--- src/hw/rtl/ile_pkg.sv ---
// Shared types and constants for the indexed list engine.
package ile_pkg;

    localparam int CAPACITY = 64;
    localparam int ADDR_W   = $clog2(CAPACITY);
    localparam int LEN_W    = $clog2(CAPACITY + 1);
    localparam int WORD_W   = 32;

    typedef enum logic [2:0] {
        CMD_PUSH_HEAD = 3'd0,
        CMD_PUSH_TAIL = 3'd1,
        CMD_INSERT    = 3'd2,
        CMD_REMOVE    = 3'd3,
        CMD_POP_HEAD  = 3'd4,
        CMD_POP_TAIL  = 3'd5,
        CMD_READ      = 3'd6,
        CMD_CLEAR     = 3'd7
    } cmd_t;

    typedef enum logic [1:0] {
        ST_OK    = 2'd0,
        ST_INDEX = 2'd1,
        ST_FULL  = 2'd2,
        ST_EMPTY = 2'd3
    } status_t;

    typedef enum logic [2:0] {
        OP_NONE,
        OP_PUT,
        OP_TAKE,
        OP_READ,
        OP_CLEAR
    } op_t;

    typedef enum logic [2:0] {
        S_IDLE,
        S_SHIFT_UP,
        S_PLACE,
        S_SHIFT_DOWN,
        S_READ_WAIT
    } state_t;

    typedef struct packed {
        cmd_t               cmd;
        logic [LEN_W-1:0]   position;
        logic signed [WORD_W-1:0] value;
    } in_t;

    typedef struct packed {
        status_t            status;
        logic signed [WORD_W-1:0] read_value;
        logic [LEN_W-1:0]   length;
    } out_t;

    // Decoded command: what to do and where, after the range checks.
    typedef struct packed {
        op_t                op;
        status_t            status;
        logic [LEN_W-1:0]   pos;
    } plan_t;

endpackage

--- src/hw/rtl/ile_check.sv ---
// Command decode and range checks against the current list length.
module ile_check
    import ile_pkg::*;
(
    input  in_t              command,
    input  logic [LEN_W-1:0] count,
    output plan_t            plan
);

    always_comb
    begin
        plan.op     = OP_NONE;
        plan.status = ST_OK;
        plan.pos    = '0;
        unique case (command.cmd)
            CMD_PUSH_HEAD, CMD_PUSH_TAIL, CMD_INSERT:
            begin
                if (command.cmd == CMD_PUSH_HEAD)
                    plan.pos = '0;
                else if (command.cmd == CMD_PUSH_TAIL)
                    plan.pos = count;
                else
                    plan.pos = command.position;
                // index check comes before the full check
                if (plan.pos > count)
                    plan.status = ST_INDEX;
                else if (count >= LEN_W'(CAPACITY))
                    plan.status = ST_FULL;
                else
                    plan.op = OP_PUT;
            end
            CMD_REMOVE, CMD_POP_HEAD, CMD_POP_TAIL:
            begin
                if (command.cmd == CMD_POP_HEAD)
                    plan.pos = '0;
                else if (command.cmd == CMD_POP_TAIL)
                    plan.pos = count - LEN_W'(1);
                else
                    plan.pos = command.position;
                if (count == '0)
                    plan.status = ST_EMPTY;
                else if (plan.pos >= count)
                    plan.status = ST_INDEX;
                else
                    plan.op = OP_TAKE;
            end
            CMD_READ:
            begin
                plan.pos = command.position;
                if (count == '0)
                    plan.status = ST_EMPTY;
                else if (plan.pos >= count)
                    plan.status = ST_INDEX;
                else
                    plan.op = OP_READ;
            end
            CMD_CLEAR:
            begin
                plan.op = OP_CLEAR;
            end
        endcase
    end

endmodule

--- src/hw/rtl/indexed_list_engine_core.sv ---
// Indexed list engine top level: element memory, shift sequencer and result register.
//
// Ordered list of up to 64 signed 32-bit words held in one synchronous RAM
// (one write and one read per cycle, read data registered).
// Command channel: present a transaction on command and raise start; it is
// taken at a clock edge where busy is low. busy stays high while a shift or a read runs.
// Result channel: done pulses for one cycle with status, read_value and the
// new length on result. Every command gives exactly one result.
// Errors, clear, an append at the end and removal of the last word finish
// straight from idle; a read passes through the read wait state. An insert
// at index i below the end moves each word from the last down to index i
// up by one (one RAM move per cycle), then places the new word. A remove
// below the last word moves each word above index i down by one (one RAM move per cycle).
// The next command may be accepted in the cycle done is shown.
// Reset empties the list at once; RAM contents are not cleared since only
// entries below the length are ever read. The receiver cannot stall: each
// result is flagged by done for a single cycle only.
module indexed_list_engine_core
    import ile_pkg::*;
(
    input  logic clk,
    input  logic rst_n,
    input  logic start,
    output logic busy,
    input  in_t  command,
    output logic done,
    output out_t result
);

    state_t                state_reg, state_next;
    logic [LEN_W-1:0]      count_reg, count_next;
    logic [ADDR_W-1:0]     addr_reg, addr_next;
    logic [ADDR_W-1:0]     pos_reg, pos_next;
    logic [WORD_W-1:0]     value_reg, value_next;
    logic                  done_reg, done_next;
    out_t                  result_reg, result_next;

    logic [WORD_W-1:0]     mem [CAPACITY];
    logic [WORD_W-1:0]     rd_data_reg;
    logic                  mem_we, mem_re;
    logic [ADDR_W-1:0]     mem_waddr, mem_raddr;
    logic [WORD_W-1:0]     mem_wdata;

    plan_t                 plan;
    logic                  accept;
    logic [ADDR_W-1:0]     last_idx;

    ile_check u_check (
        .command (command),
        .count   (count_reg),
        .plan    (plan)
    );

    assign accept   = start && (state_reg == S_IDLE);
    assign last_idx = ADDR_W'(count_reg - LEN_W'(1));

    always_ff @(posedge clk)
    begin
        if (mem_we)
            mem[mem_waddr] <= mem_wdata;
        if (mem_re)
            rd_data_reg <= mem[mem_raddr];
    end

    // next state
    always_comb
    begin
        state_next = state_reg;
        unique case (state_reg)
            S_IDLE:
            begin
                if (accept)
                begin
                    unique case (plan.op)
                        OP_PUT:
                            if (plan.pos != count_reg)
                                state_next = S_SHIFT_UP;
                        OP_TAKE:
                            if (plan.pos != count_reg - LEN_W'(1))
                                state_next = S_SHIFT_DOWN;
                        OP_READ:
                            state_next = S_READ_WAIT;
                        OP_NONE, OP_CLEAR:
                            state_next = S_IDLE;
                        default:
                            state_next = S_IDLE;
                    endcase
                end
            end
            S_SHIFT_UP:
            begin
                if (addr_reg == pos_reg)
                    state_next = S_PLACE;
            end
            S_PLACE:
                state_next = S_IDLE;
            S_SHIFT_DOWN:
            begin
                if (addr_reg == last_idx)
                    state_next = S_IDLE;
            end
            S_READ_WAIT:
                state_next = S_IDLE;
            default:
                state_next = S_IDLE;
        endcase
    end

    // datapath and outputs
    always_comb
    begin
        count_next  = count_reg;
        addr_next   = addr_reg;
        pos_next    = pos_reg;
        value_next  = value_reg;
        done_next   = 1'b0;
        result_next = result_reg;
        mem_we      = 1'b0;
        mem_waddr   = '0;
        mem_wdata   = value_reg;
        mem_re      = 1'b0;
        mem_raddr   = '0;
        unique case (state_reg)
            S_IDLE:
            begin
                if (accept)
                begin
                    pos_next               = ADDR_W'(plan.pos);
                    value_next             = command.value;
                    result_next.status     = plan.status;
                    result_next.read_value = '0;
                    result_next.length     = count_reg;
                    unique case (plan.op)
                        OP_PUT:
                        begin
                            if (plan.pos == count_reg)
                            begin
                                // append needs no shift
                                mem_we             = 1'b1;
                                mem_waddr          = ADDR_W'(plan.pos);
                                mem_wdata          = command.value;
                                count_next         = count_reg + LEN_W'(1);
                                result_next.length = count_reg + LEN_W'(1);
                                done_next          = 1'b1;
                            end
                            else
                            begin
                                mem_re    = 1'b1;
                                mem_raddr = last_idx;
                                addr_next = last_idx;
                            end
                        end
                        OP_TAKE:
                        begin
                            if (plan.pos == count_reg - LEN_W'(1))
                            begin
                                count_next         = count_reg - LEN_W'(1);
                                result_next.length = count_reg - LEN_W'(1);
                                done_next          = 1'b1;
                            end
                            else
                            begin
                                mem_re    = 1'b1;
                                mem_raddr = ADDR_W'(plan.pos) + ADDR_W'(1);
                                addr_next = ADDR_W'(plan.pos) + ADDR_W'(1);
                            end
                        end
                        OP_READ:
                        begin
                            mem_re    = 1'b1;
                            mem_raddr = ADDR_W'(plan.pos);
                        end
                        OP_CLEAR:
                        begin
                            count_next         = '0;
                            result_next.length = '0;
                            done_next          = 1'b1;
                        end
                        OP_NONE:
                            done_next = 1'b1;
                        default:
                            done_next = 1'b1;
                    endcase
                end
            end
            S_SHIFT_UP:
            begin
                // move entry addr_reg up by one, walking toward the insert point
                mem_we    = 1'b1;
                mem_waddr = addr_reg + ADDR_W'(1);
                mem_wdata = rd_data_reg;
                if (addr_reg != pos_reg)
                begin
                    mem_re    = 1'b1;
                    mem_raddr = addr_reg - ADDR_W'(1);
                    addr_next = addr_reg - ADDR_W'(1);
                end
            end
            S_PLACE:
            begin
                mem_we             = 1'b1;
                mem_waddr          = pos_reg;
                mem_wdata          = value_reg;
                count_next         = count_reg + LEN_W'(1);
                result_next.length = count_reg + LEN_W'(1);
                done_next          = 1'b1;
            end
            S_SHIFT_DOWN:
            begin
                // move entry addr_reg down by one, walking toward the tail
                mem_we    = 1'b1;
                mem_waddr = addr_reg - ADDR_W'(1);
                mem_wdata = rd_data_reg;
                if (addr_reg == last_idx)
                begin
                    count_next         = count_reg - LEN_W'(1);
                    result_next.length = count_reg - LEN_W'(1);
                    done_next          = 1'b1;
                end
                else
                begin
                    mem_re    = 1'b1;
                    mem_raddr = addr_reg + ADDR_W'(1);
                    addr_next = addr_reg + ADDR_W'(1);
                end
            end
            S_READ_WAIT:
            begin
                result_next.read_value = rd_data_reg;
                done_next              = 1'b1;
            end
            default:
            begin
                done_next = 1'b0;
            end
        endcase
    end

    always_ff @(posedge clk or negedge rst_n)
    begin
        if (!rst_n)
        begin
            state_reg <= S_IDLE;
            count_reg <= '0;
            done_reg  <= 1'b0;
        end
        else
        begin
            state_reg <= state_next;
            count_reg <= count_next;
            done_reg  <= done_next;
        end
    end

    always_ff @(posedge clk)
    begin
        addr_reg   <= addr_next;
        pos_reg    <= pos_next;
        value_reg  <= value_next;
        result_reg <= result_next;
    end

    assign busy   = (state_reg != S_IDLE);
    assign done   = done_reg;
    assign result = result_reg;

endmodule

--- config.mk ---
export PLATFORM = sky130hd
export DESIGN_NAME = indexed_list_engine_core
export DESIGN_NICKNAME = d
export VERILOG_FILES = /design/src/hw/rtl/ile_pkg.sv /design/src/hw/rtl/ile_check.sv /design/src/hw/rtl/indexed_list_engine_core.sv
export SDC_FILE = /design/constraint.sdc
export NUM_CORES = 2
export LEC_CHECK = 0
export ABC_AREA = 1
export BUFFER_PORTS_ARGS = -buffer_cell sky130_fd_sc_hd__buf_2
export CORE_MARGIN = 2
export CORE_UTILIZATION = 32
export DETAILED_ROUTE_END_ITERATION = 10
export GPL_TIMING_DRIVEN = 0
export SYNTH_ARGS = -nofsm -noshare
export SYNTH_HDL_FRONTEND = slang
export SYNTH_SLANG_ARGS = --single-unit
--- constraint.sdc ---
create_clock -name clk -period 6.5 [get_ports clk]
set_input_delay 0.65 -clock clk [delete_from_list [all_inputs] [get_ports clk]]
set_output_delay 0.65 -clock clk [all_outputs]
set_load 0.02 [all_outputs]
==> metrics.md <==
| Metric | Value |
|---|---|
| Total chip power | `0.02761 W` |
| Share of the yosys chip area belonging to registers | `70.52%` |
| Top-count cell post-synth | `nand3_1` |
| Critical Path End Type | `flip-flop` |
| Register bit total from synthesis | `2176` |
| Status | `complete, but fails checks` |
| Comb power frac | `0.6%` |
| Die X | `541.9 um` |
| GRT Util Overall | `22.35%` |
| Maximum VDD drop | `approximately 0.00023 V` |
| Routability cong. | `about 1.0` |
| Fin crit share | `100.8%` |
| Root Driver | `clkbuf_16` |
| Synth top area share | `70.23%` |
| Routed WL | `338800 um` |
| Slew Viols, Final | `0` |
| First-pass GRT wire length | `470500 um` |
| Largest net degree at the start of global routing | `56` |
| Reg2Reg Setup Slack | `-0.05 ns` |
| Final worst setup slack | `-0.05465 ns` |
| Inserted Clock Buffers | `217` |
| Vias per inst | `5.513` |
| Detail Route Antenna Nets | `0` |
| Drc violations | `0` |
| Sw Share | `20.21%` |
| CP peak stage delay | `0.60 ns` |
| Crit path cell chain | `clkinv_1, ha_1, nand2_1, inv_1, nand2_1, nand2_1, a21oi_1, nand4_1, mux2i_1, nand2_1, inv_2, nand2_2, o221ai_1, a21oi_4, inv_1, clkbuf_2, buf_2, nand3_1, nand3_1, nand2_1, nand2_1, nand2_1` |
| Max-cap viol count | `0` |
| FF-to-FF path depth | `22` |
| Grt ovf | `0` |
| Fmax | `0.1526 GHz` |
| Reg-to-Reg End | `rd_data_reg[9]` |
| Delay-heaviest family, CP | `simple AND/OR/NAND/NOR gates` |
| CP max FO | `10` |
| Syn_nets | `8251` |
| Clock sink count | `2176` |
| Ports | `88` |
| CP startpoint | `count_reg[5]` |
| Stages on worst setup path | `22` |
| Syn avg cell area | `11.32 um^2` |
| Post-Syn Area | `92570 um^2` |
| Buffers & Inverters on Critical Path | `6` |
| Pwr Density | `253.2 nW/um^2` |
| Mapped Cells | `8179` |
| Most used flip-flop cell after synthesis | `edfxtp_1` |
| Full die area | `slightly below 300000 um^2` |
| Max FFs per register | `2048` |
| Critical path type | `reg -> reg` |
| Clk Latency, worst-skew pair | `0.91 ns` |
| Row count | `just under 200` |
| Cell variety after synth | `41` |
| Yosys Warn Count | `0` |
| Critical Path Sink | `rd_data_reg[9]` |
| Failing checks | `setup timing` |
| Leading area contributor after synthesis | `edfxtp_1` |
| Cell internal pwr | `0.02203 W` |
| Worst hold path type | `in -> async` |
| Worst Setup Start Kind | `flip-flop` |
| Initial Util | `32.16%` |
| Routed len/inst | `roughly 27 um` |
| CP required | `7.04 ns` |
| CP arrival | `7.10 ns` |
| Slew HR | `22.51%` |
| Critical-path top delay cell | `mux2i_1` |
| Violation count after the first detailed-routing iteration | `10810` |
| Layout area overhead | `17.79%` |
| TritonCTS clock tree | `done` |
| Htree depth | `4` |
| Clk_skew | `0.04543 ns` |
| Worst Tran Pin Value | `approximately 1.2 ns` |
| Via count | `approximately 70000` |
| Clock power frac | `around 44%` |
| Die height | `541.9 um` |
| Placed wire-length estimate | `around 240000 um` |
| Final setup violation count | `157` |
| FFs w/ async S/R, synth | `0.5055%` |
| Final Hold Viols | `0` |
| Most used cell, CP | `nand2_1` |
| CTS max path bufs | `3` |
| Leakage power | `between 30 and 40 nW` |
| FILL cells | `about 28000` |
| Layout cells sized above 1 | `13.54%` |
| R2R Path Start | `count_reg[5]` |
| Post-synth EDFFs | `2165` |
| Post-Place Cells | `12140` |
| Minimum clock period | `roughly 6.6 ns` |
| P_sw | `0.005580 W` |
| Final core occ | `37.88%` |
| Vias in the first global route | `64230` |
| Initial antenna violation count | `32` |
| Nets | `roughly 8700` |
| Total negative slack | `-3.842 ns` |
| Synth area leaders | `edfxtp_1, nand3_1, nand2_1, buf_2, nor2_1` |
| Flop pwr share | `between 50% and 60%` |
| Commonest cells in the netlist | `nand3_1, nand2_1, edfxtp_1, buf_2, nor2_1` |
| Non-filler cells, final | `12660` |
| Core Area | `about 290000 um^2` |
| DRT Pass-1 Iters | `6` |
| I/O Buffers | `86` |
| Clock transition at path regs | `0.06 ns` |
power groups by stage:
stage / registers (W) / clock network [W] / logic [W]
after floorplan: 0.0155 / 0 / 0.0000789
after global placement: 0.0155 / 0 / 0.000135
after detailed placement: 0.0155 / 0 / 0.000136
after CTS: 0.0152 / 0.0123 / 0.000154
after global routing: 0.0152 / 0.0128 / 0.000175
final: 0.0152 / 0.0123 / 0.000158
per-layer routing:
layer	part of all wire (%)	global-route usage, %
met1	38	29.75
met2	44	33.51
met3	13	6.415
met5	0.019	0
met4	4.9	10.49
metrics by stage:
step / cell area, um^2 / setup slack [ns] / hold slack (ns)
2_1_floorplan: 92570 / 0.9192 / 0.3544
3_3_place_gp: 97740 / -2.824 / 0.5335
3_5_place_dp: 100800 / -1.060 / 0.5472
4_1_cts: 108400 / 0.001163 / 0.1513
5_1_grt: 109000 / -0.02239 / 0.1999
6_report: 109000 / -0.05465 / 0.1936
how the worst min path moves through the flow:
| stage | cells after the start | to | slack (ns) |
|---|---|---|---|
| 6_report | 2 | done | 0.19 |
| 4_1_cts | 2 | count_reg[6] | 0.15 |
| 5_1_grt | 2 | done | 0.20 |
| 3_5_place_dp | 1 | done | 0.55 |
| 3_3_place_gp | 1 | done | 0.53 |
| 2_1_floorplan | 0 | count_reg[0] | 0.35 |
placed cells by master, fill, tap and decap left out, types with 9 or more instances in the layout:
master and count:
a22oi_1 33, xor2_1 17, nor2_1 93, dlygate4sd3_1 33
clkinv_2 37, diode_2 27, nand3_4 33, o21ai_0 31
o22ai_1 13, nand3_2 15, inv_2 16, clkbuf_2 12
o221ai_1 9, edfxtp_1 2165, buf_2 493, bufinv_16 14
clkinv_1 61, nand4_1 27, ha_1 26, buf_12 83
clkbuf_16 221, nand3_1 2583, buf_16 30, nor2_4 67
clkbuf_1 139, a21oi_1 21, buf_1 17, inv_1 114
nand2_2 30, dfrtp_1 10, buf_4 66, clkbuf_4 24
nand2_1 2236
layout make-up:
class	instances	area [um^2]	area share, %
diodes	27	67.56	0.06196
plain buffers	584	2979	2.732
clock buffers	268	5707	5.234
clock inverters	132	1122	1.029
inverters	135	509.2	0.4670
multi-input cells	5283	25050	22.97
flip-flops and latches	2176	65290	59.88
well taps	3781	4731	4.339
repair buffers	277	3585	3.287
logic make-up (layout without fill, tap and decap cells):
kind of cell               after synthesis  after routing  share of synthesized area (%)
xor gates and xnor gates                20             20                         0.1892
other                                    0             27                              0
DFF                                   2176           2176                          70.52
and+or+nand+nor                       5107           5107                          24.45
buffers and inverters                  720           1396                          3.582
adders and majority gates               27             27                         0.3649
AOI/OAI and AO/OA                      128            128                         0.8812
muxes                                    1              1                        0.01081
what timing repair did:
item / 4_1_cts / 5_1_grt
setup endpoints to repair: 1992 / 1791
hold buffers: 33 / 0
pin swaps: 13 / 16
gates cloned: 0 / 0
endpoints found under the hold margin: 43 / 0
resized for setup: 54 / 81
buffers inserted: 27 / 33
Power figures use the tool's default switching activity.
